### config.mk
export PLATFORM = sky130hd
export DESIGN_NAME = yuv_bilinear_to_rgba_pixel
export DESIGN_NICKNAME = d
export VERILOG_FILES = /design/src/sv/yuvbl_pkg.sv /design/src/sv/yuv_bilinear_to_rgba_pixel.sv /design/src/sv/yuvbl_blend.sv /design/src/sv/yuvbl_matrix.sv
export SDC_FILE = /design/constraint.sdc
export NUM_CORES = 2
export LEC_CHECK = 0
export ABC_CLOCK_PERIOD_IN_PS = 12000
export BUFFER_PORTS_ARGS = -buffer_cell sky130_fd_sc_hd__buf_2
export CAP_MARGIN = 20
export CELL_PAD_IN_SITES_DETAIL_PLACEMENT = 0
export CELL_PAD_IN_SITES_GLOBAL_PLACEMENT = 1
export CORE_MARGIN = 2
export CORE_UTILIZATION = 50
export CTS_CLUSTER_SIZE = 8
export DETAILED_ROUTE_END_ITERATION = 8
export PLACE_DENSITY_LB_ADDON = 0.1
export SYNTH_ARGS = -nofsm -noshare
export SYNTH_HDL_FRONTEND = slang
export SYNTH_SLANG_ARGS = --single-unit
### constraint.sdc
create_clock -name clk -period 12 [get_ports clk]
set_input_delay 1.2 -clock clk [delete_from_list [all_inputs] [get_ports clk]]
set_output_delay 1.2 -clock clk [all_outputs]
set_load 0.02 [all_outputs]
### src/sv/yuvbl_pkg.sv
// ----------------------------------------------------------------------------
// yuvbl_pkg
// shared types and constants for the bilinear yuv to rgba pixel pipeline
// ----------------------------------------------------------------------------
package yuvbl_pkg;

  // per-stage load enables, one bit per register stage
  typedef struct packed {
    logic s1;
    logic s2;
    logic s3;
    logic s4;
  } stage_en_t;

  typedef logic [7:0]         byte_t;
  typedef logic signed [19:0] mat_t;

  // bilinear blend
  localparam int unsigned FRAC_ONE  = 256;
  localparam int unsigned BLEND_RND = 32768;

  // bt.601 integer matrix
  localparam int unsigned Y_OFFSET  = 16;
  localparam int unsigned C_OFFSET  = 128;
  localparam int unsigned K_Y       = 298;
  localparam int          K_RV      = 409;
  localparam int          K_GU      = 100;
  localparam int          K_GV      = 208;
  localparam int          K_BU      = 516;
  localparam int          MAT_RND   = 128;
  localparam byte_t       ALPHA_OPAQUE = 8'hFF;

endpackage

### src/sv/yuv_bilinear_to_rgba_pixel.sv
// ----------------------------------------------------------------------------
// yuv_bilinear_to_rgba_pixel
// bilinear 4:2:0 neighborhood to one rgba pixel, integer bt.601
// ----------------------------------------------------------------------------
//
// channel | direction | tdata bits | contents
// --------+-----------+------------+---------------------------------------
// in_     | slave     | 128        | luma corners, u quad, v quad, fractions
// out_    | master    | 32         | red, green, blue, alpha
//
// four register stages: row blend, column blend, matrix products, sums and
// clamp; an accepted word passes through them in that order, and out_tvalid
// is the stage 4 valid bit; one word per cycle sustained while out_tready
// is high; every stage holds one word and loads when it is empty or its
// successor moves, so bubbles close up under a stall
// out_tready low backs up stage by stage; nothing is dropped or repeated
// rst_n (synchronous, active low) clears the stage valid bits only
//
module yuv_bilinear_to_rgba_pixel
  import yuvbl_pkg::*;
(
  input  logic         clk,
  input  logic         rst_n,
  input  logic         in_tvalid,
  output logic         in_tready,
  // luma_top_left[7:0], luma_top_right[15:8], luma_bottom_left[23:16],
  // luma_bottom_right[31:24], u_quad[63:32], v_quad[95:64],
  // luma_frac_x[103:96], luma_frac_y[111:104], chroma_frac_x[119:112],
  // chroma_frac_y[127:120]
  input  logic [127:0] in_tdata,
  output logic         out_tvalid,
  input  logic         out_tready,
  // red[7:0], green[15:8], blue[23:16], alpha[31:24]
  output logic [31:0]  out_tdata
);

  // stage valid bits
  logic      v1_r, v2_r, v3_r, v4_r;
  logic      v1_nxt, v2_nxt, v3_nxt, v4_nxt;
  logic      rdy1, rdy2, rdy3, rdy4;
  stage_en_t en;

  // unpacked input word
  byte_t luma_tl, luma_tr, luma_bl, luma_br;
  logic [31:0] u_quad, v_quad;
  byte_t luma_fx, luma_fy, chroma_fx, chroma_fy;

  // blend results feeding the matrix
  byte_t y_b, u_b, v_b;
  byte_t red, green, blue;

  assign luma_tl   = in_tdata[7:0];
  assign luma_tr   = in_tdata[15:8];
  assign luma_bl   = in_tdata[23:16];
  assign luma_br   = in_tdata[31:24];
  assign u_quad    = in_tdata[63:32];
  assign v_quad    = in_tdata[95:64];
  assign luma_fx   = in_tdata[103:96];
  assign luma_fy   = in_tdata[111:104];
  assign chroma_fx = in_tdata[119:112];
  assign chroma_fy = in_tdata[127:120];

  // ready ripples back from the output register
  assign rdy4 = !v4_r || out_tready;
  assign rdy3 = !v3_r || rdy4;
  assign rdy2 = !v2_r || rdy3;
  assign rdy1 = !v1_r || rdy2;

  assign en.s1 = rdy1;
  assign en.s2 = rdy2;
  assign en.s3 = rdy3;
  assign en.s4 = rdy4;

  assign in_tready = rdy1;

  assign v1_nxt = rdy1 ? in_tvalid : v1_r;
  assign v2_nxt = rdy2 ? v1_r      : v2_r;
  assign v3_nxt = rdy3 ? v2_r      : v3_r;
  assign v4_nxt = rdy4 ? v3_r      : v4_r;

  always_ff @(posedge clk) begin
    if (!rst_n) begin
      v1_r <= 1'b0;
      v2_r <= 1'b0;
      v3_r <= 1'b0;
      v4_r <= 1'b0;
    end else begin
      v1_r <= v1_nxt;
      v2_r <= v2_nxt;
      v3_r <= v3_nxt;
      v4_r <= v4_nxt;
    end
  end

  // stages 1-2: one blend per plane, chroma shares its fractions
  yuvbl_blend u_blend_y (
    .clk     (clk),
    .en      (en),
    .tl      (luma_tl),
    .tr      (luma_tr),
    .bl      (luma_bl),
    .br      (luma_br),
    .fx      (luma_fx),
    .fy      (luma_fy),
    .value_r (y_b)
  );

  yuvbl_blend u_blend_u (
    .clk     (clk),
    .en      (en),
    .tl      (u_quad[7:0]),
    .tr      (u_quad[15:8]),
    .bl      (u_quad[23:16]),
    .br      (u_quad[31:24]),
    .fx      (chroma_fx),
    .fy      (chroma_fy),
    .value_r (u_b)
  );

  yuvbl_blend u_blend_v (
    .clk     (clk),
    .en      (en),
    .tl      (v_quad[7:0]),
    .tr      (v_quad[15:8]),
    .bl      (v_quad[23:16]),
    .br      (v_quad[31:24]),
    .fx      (chroma_fx),
    .fy      (chroma_fy),
    .value_r (v_b)
  );

  // stages 3-4: color matrix, stage 4 is the output register
  yuvbl_matrix u_matrix (
    .clk     (clk),
    .en      (en),
    .y       (y_b),
    .u       (u_b),
    .v       (v_b),
    .red_r   (red),
    .green_r (green),
    .blue_r  (blue)
  );

  assign out_tvalid = v4_r;
  assign out_tdata  = {ALPHA_OPAQUE, blue, green, red};

  // an accepted word always lands in stage 1
  a_in_lands: assert property (@(posedge clk) disable iff (!rst_n)
    in_tvalid && in_tready |=> v1_r)
    else $error("accepted word did not reach stage 1");

  // an empty first stage never refuses input
  a_empty_ready: assert property (@(posedge clk) disable iff (!rst_n)
    !v1_r |-> in_tready)
    else $error("stage 1 empty but input stalled");

  // a full pipe with a stalled output must stall the input
  a_full_stall: assert property (@(posedge clk) disable iff (!rst_n)
    v1_r && v2_r && v3_r && v4_r && !out_tready |-> !in_tready)
    else $error("input accepted while pipe full and stalled");

  // a word in stage 3 moves on when the output drains
  a_drain: assert property (@(posedge clk) disable iff (!rst_n)
    v3_r && out_tready |=> v4_r)
    else $error("stage 3 word lost on drain");

endmodule

### src/sv/yuvbl_blend.sv
// ----------------------------------------------------------------------------
// yuvbl_blend
// two-stage bilinear blend of one plane: row blend, then column blend
// ----------------------------------------------------------------------------
module yuvbl_blend
  import yuvbl_pkg::*;
(
  input  logic      clk,
  input  stage_en_t en,
  input  byte_t     tl,
  input  byte_t     tr,
  input  byte_t     bl,
  input  byte_t     br,
  input  byte_t     fx,
  input  byte_t     fy,
  output byte_t     value_r
);

  logic [8:0]  ix;
  logic [16:0] top_sum;
  logic [16:0] bot_sum;
  logic [15:0] top_r;
  logic [15:0] bot_r;
  byte_t       fy_r;
  logic [8:0]  iy;
  logic [24:0] vert_sum;

  // stage 1: horizontal weights
  assign ix      = 9'(FRAC_ONE) - {1'b0, fx};
  assign top_sum = 17'({1'b0, tl} * ix) + 17'({1'b0, tr} * {1'b0, fx});
  assign bot_sum = 17'({1'b0, bl} * ix) + 17'({1'b0, br} * {1'b0, fx});

  always_ff @(posedge clk) begin
    if (en.s1) begin
      top_r <= top_sum[15:0];
      bot_r <= bot_sum[15:0];
      fy_r  <= fy;
    end
  end

  // stage 2: vertical weights and rounding
  assign iy       = 9'(FRAC_ONE) - {1'b0, fy_r};
  assign vert_sum = 25'({9'd0, top_r} * {16'd0, iy}) + 25'({9'd0, bot_r} * {17'd0, fy_r})
                  + 25'(BLEND_RND);

  always_ff @(posedge clk) begin
    if (en.s2) begin
      value_r <= vert_sum[23:16];
    end
  end

endmodule

### src/sv/yuvbl_matrix.sv
// ----------------------------------------------------------------------------
// yuvbl_matrix
// two-stage bt.601 color matrix: products, then sums with clamp
// ----------------------------------------------------------------------------
module yuvbl_matrix
  import yuvbl_pkg::*;
(
  input  logic      clk,
  input  stage_en_t en,
  input  byte_t     y,
  input  byte_t     u,
  input  byte_t     v,
  output byte_t     red_r,
  output byte_t     green_r,
  output byte_t     blue_r
);

  byte_t      ym;
  mat_t       u_c;
  mat_t       v_c;
  logic [16:0] lum_r;
  mat_t       rv_r;
  mat_t       gu_r;
  mat_t       gv_r;
  mat_t       bu_r;
  mat_t       lum_s;
  mat_t       r_sum;
  mat_t       g_sum;
  mat_t       b_sum;

  // floor shift by 8, then clamp to byte range
  function automatic byte_t clamp_byte(input mat_t s);
    byte_t res;
    if (s[19]) begin
      res = 8'd0;
    end else if (|s[18:16]) begin
      res = 8'hFF;
    end else begin
      res = s[15:8];
    end
    return res;
  endfunction

  // stage 3: offsets and constant products
  assign ym  = (y < 8'(Y_OFFSET)) ? 8'd0 : y - 8'(Y_OFFSET);
  assign u_c = $signed({12'd0, u}) - 20'sd128;
  assign v_c = $signed({12'd0, v}) - 20'sd128;

  always_ff @(posedge clk) begin
    if (en.s3) begin
      lum_r <= 17'({9'd0, ym} * 17'(K_Y));
      rv_r  <= 20'(v_c * 20'(K_RV));
      gu_r  <= 20'(u_c * 20'(K_GU));
      gv_r  <= 20'(v_c * 20'(K_GV));
      bu_r  <= 20'(u_c * 20'(K_BU));
    end
  end

  // stage 4: channel sums and clamp
  assign lum_s = $signed({3'd0, lum_r});
  assign r_sum = lum_s + rv_r + 20'(MAT_RND);
  assign g_sum = lum_s - gu_r - gv_r + 20'(MAT_RND);
  assign b_sum = lum_s + bu_r + 20'(MAT_RND);

  always_ff @(posedge clk) begin
    if (en.s4) begin
      red_r   <= clamp_byte(r_sum);
      green_r <= clamp_byte(g_sum);
      blue_r  <= clamp_byte(b_sum);
    end
  end

endmodule

After elaboration in Yosys (flattened, before gate mapping)
Index checks and enable logic that the tools add are counted.

word-level totals
  logic and storage cells = 88
  flip-flop bits (word level) = 252
  output and inout port bits = 34
  bits of input ports = 132

cells by class
  add/subtract/negate cells = 26
  reduce and logical (&&, ||, !) cells = 11
  magnitude comparators = 1
  muxes and demuxes = 4
  multipliers = 23

operator list
  operator                count
  $add 16x16->16          6
  $mul 8x8->16            6
  $mul 8x9->16            6
  $add 24x16->24 const B  3
  $add 24x24->24          3
  $mul 16x8->24           3
  $mul 16x9->24           3
  $add 20x9->20 const B   3
  $add 18x20->20          2
  $sub 9x8->9 const A     4
  $mux 8                  4
  $mul 20x10->20 const B  1
  $mul 20x5->16 const B   1
  $mul 20x6->18 const B   1
  $mul 20x9->18 const B   1
  $sub 18x20->20          1
  $sub 20x20->20          1
  $sub 8x8->9 const B     2
  $mul 8x8->16 const B    1
  $reduce_or 3->1         3
  $lt 8x5->1 const B      1
  $sub 8x5->8 const B     1
  $logic_not 1->1         4
  $logic_or 1x1->1        4

Depth between registers and ports, before layout
  word-level depth = 5
  mapped depth = 29
  mapped depth without buffers = 27

Modules after synthesis
From an unflattened synthesis, not the netlist that was laid out.

second synthesis, totals
  cells, all modules = 7163
  area, all modules = 68110.3 um^2

by module, submodules not included
  module                      area each (um^2)  cells an instance  sequential area each (um^2)  times used
  yuvbl_blend (u_blend_u)     19337.3           2076               1441.4                       1
  yuvbl_blend (u_blend_v)     19311.0           2080               1441.4                       1
  yuvbl_blend (u_blend_y)     19175.9           2063               1441.4                       1
  yuvbl_matrix                10058.4           918                3032.9                       1
  yuv_bilinear_to_rgba_pixel  227.7             26                 80.1                         1

Least setup slack after synthesis
No wires, ideal clock.

  path kind = input-to-reg
  start point = input in_tdata[114]
  end point = register u_blend_u.bot_r[15], data pin
  arrival time = 6.984 ns
  required time = 11.740 ns
  stages = 24
  path buffers = 3
  setup time = 0.260 ns
  setup slack = 4.756 ns
  cell sequence = clkbuf_1 nor2_1 nand2_1 or3_1 nor3_1 clkbuf_1 buf_2 nand2_1 fa_1 fa_1 inv_1 fa_1 fa_1 fa_1 inv_1 fa_1 inv_1 ha_1 and3_1 a21oi_1 nand3_1 a31o_1 a21oi_1 xnor2_1

on the way
  longest elaborated chain between the ends = 3
  elaborated cells between the ends (all ways) = 4
  those cells by class = add/sub (2); mul (2)

ends and longest elaborated chain
  item                             line                              source
  from (decl)                      yuv_bilinear_to_rgba_pixel.sv:30  input logic [127:0] in_tdata,
  $sub 9x8->9                      yuvbl_blend.sv:29                 assign ix = 9'(FRAC_ONE) - {1'b0, fx};
  $mul 8x9->16                     yuvbl_blend.sv:31                 assign bot_sum = 17'({1'b0, bl} * ix) + 17'({1'b0, br} * {1'b0, fx});
  $add 16x16->16 (*)               yuvbl_blend.sv:31
  named net u_blend_u.bot_sum[15]  yuvbl_blend.sv:21                 logic [16:0] bot_sum;
  to (signal assigned)             yuvbl_blend.sv:36                 bot_r <= bot_sum[15:0];
  to (decl)                        yuvbl_blend.sv:23                 logic [15:0] bot_r;

Mark *: on every way through the listed nets, which the timed path passes. The rest lies on a longest branch.
A chain may end at the register's enable or synchronous reset.

==> metrics.txt <==
commonest non-fill, non-tap cell in the layout=inv_1; vias in the first global route=48400; Starting Density=0.504; post-synth cell types=70; GR Util All Layers=0.240; layout cells sized above 1=0.0416; initial antenna violation count=4; clock buffer depth=3; hold crit path type=register to register; PortBufs=157; Avg Vias per Cell=roughly 5.0; Gate Count Post-Synth=between 7000 and 8000; Tcrit/Tclk final=0.705; DRC violations left=0; GRT overflow=0; Vias=about 45000; Avg WL per Cell=17.4 um; maximum clock frequency=0.118 GHz; total of warnings raised by yosys=0; Post-synth EDFFs=~240; # rows=about 130; Setup Crit Path Kind=register to register; Clock Skew=just over 0.06 ns; critical path required time=12.38 ns; CTS clk-pin slew, worst paths=0.07 ns; Clock Latency Late Sink=between 0.6 and 0.7 ns; max-slew violation count=0; maximum number of pins on one net before global-route repair=100; post-synthesis sequential area ratio=0.109; cts-stage hold buffer count=0; CP endpoint kind=register; total CTS buffers=39; post-route ant nets=0; commonest non-fill, non-tap cells in the layout=inv_1 (1895), fa_1 (1314), and2_1 (1015); # fillers=approximately 13000; CTS tree=built; DR iter-0 viols=2035; Gates resized, CTS repair=0; worst slew pin tran=1.07 ns; first-pass GRT wire length=262000 um; clock root cell=clkbuf_16; area delta synth->final=5.88%; setup tns final=0 ns; ys flop type=edfxtp_1; Nets=9474; average cell area after synthesis=9.51 um2; CP Launch Type=register; mapped cell area=67500 um2; critical path peak fanout=between 60 and 70; Synth async-reset ratio=0; DRT Wirelength=about 160000 um; Total Die Area=138000 um2; H-tree levels=2; Die H=371 um; Rel. slew slack=0.283; max_cap viols=0; post-DP HPWL=~130000 um; endpoints failing setup=0; Post-CTS Setup Inserts=0; status=finished clean; unrepaired setup endpoints after global routing=no; Num Clock Sinks=247; DRT Pass-1 Iters=6; I/O pin cnt=166; Worst Path Arrival=around 8.8 ns; core area=134000 um2; min Tclk post-route=approximately 8.5 ns; GP Congestion=0.869; Hold Vio Cnt, Final=0; Die W=371 um; Yosys reg bits=247
==> layer usage <==
layer | GRT usage | routed length, um | vias up
li1 | - | - | 21100
met1 | 0.348 | 73700 | 22600
met2 | 0.391 | 71200 | 824
met3 | 0.0292 | 7740 | 126
met4 | 0.0454 | 3070 | 2
met5 | 0 | 13 | -
==> stage by stage <==
stage | setup WS (ns) | util | instance area, um2 | instances | hold slack [ns]
2_1_floorplan | 4.76 | - | 67500 | 7105 | 0.451
3_3_place_gp | 3.75 | 0.525 | 70200 | 8863 | 0.455
3_5_place_dp | 3.60 | 0.525 | 70200 | 8864 | 0.470
4_1_cts | 3.57 | 0.534 | 71400 | 8930 | 0.484
5_1_grt | 3.07 | 0.534 | 71500 | 8932 | 0.488
6_report | 3.54 | 0.534 | 71500 | 8933 | 0.476
==> cell usage after synthesis, drive strengths merged, types with 14 or more instances <==
library cell,count,area share
nand2,663,0.037
nand3,41,0.0030
a21o,45,0.0050
inv,1897,0.11
xnor2,181,0.023
a31oi,14,0.0013
o21bai,28,0.0031
a21oi,114,0.0085
nor2,94,0.0052
ha,890,0.16
o21a,43,0.0048
xor2,61,0.0079
nor3,45,0.0033
nor2b,22,0.0020
buf,31,0.0022
and2,1015,0.094
edfxtp,243,0.11
o21ai,29,0.0023
fa,1314,0.39
clkbuf,181,0.010
==> flip-flops by register name (all words and copies together), names as in the netlist, 14 cells and up <==
signal	flops
u_blend_v.top_r	16
u_blend_u.bot_r	16
u_blend_v.bot_r	16
u_matrix.gu_r	18
u_matrix.rv_r	20
u_matrix.bu_r	15
u_blend_u.top_r	16
u_blend_y.bot_r	16
u_blend_y.top_r	16
u_matrix.gv_r	14
u_matrix.lum_r	16
==> worst paths after layout <==
path	startpoint	cells after the start	slack [ns]	endpoint
setup reg to reg	u_blend_v.fy_r[0]	27	3.54	u_blend_u.value_r[6]
setup / recovery	u_blend_v.fy_r[0]	27	3.54	u_blend_u.value_r[6]
hold / removal	v2_r	2	0.48	v3_r
hold reg to reg	v2_r	2	0.48	v3_r
==> logic make-up after synthesis <==
kind of cell               Yosys count  synth area share
adders and majority gates         2204             0.555
xor gates and xnor gates           242            0.0314
DFF                                247             0.109
other                                1         0.0000556
and+or+nand+nor                   1950             0.152
buffers and inverters             2109             0.118
muxes                                2          0.000297
AOI/OAI and AO/OA                  343            0.0349
==> critical path, stage by stage, from the launching register on <==
cell and delay, ns:
edfxtp_1 0.38, buf_4 0.37, inv_1 0.18, ha_1 0.22
nand2_1 0.11, or3_1 0.39, nor3_2 0.12, buf_4 0.41
nand2_1 0.14, fa_1 0.55, inv_1 0.05, fa_1 0.48
fa_1 0.58, fa_1 0.44, fa_1 0.49, inv_1 0.05
fa_1 0.47, inv_1 0.04, ha_1 0.31, a2111oi_0 0.61
o21ai_1 0.14, a21oi_1 0.35, o21bai_1 0.19, a221oi_2 0.42
o21ai_1 0.23, o21a_1 0.23, nor2_1 0.13, xnor2_1 0.08
==> layout make-up <==
class	instances	area (um2)	share of cell area
Clock buffer	58	1060	0.0148
Inverter	1897	7120	0.0996
Antenna cell	2	5.00	0.0000700
Multi-Input combinational cell	4749	52300	0.732
Tap cell	1768	2210	0.0310
Sequential cell	247	7380	0.103
Timing Repair Buffer	204	1160	0.0163
Clock inverter	8	195	0.00273
Power is not shown: default switching activity piles up to over one toggle a cycle in this logic, so the estimate is an artifact.
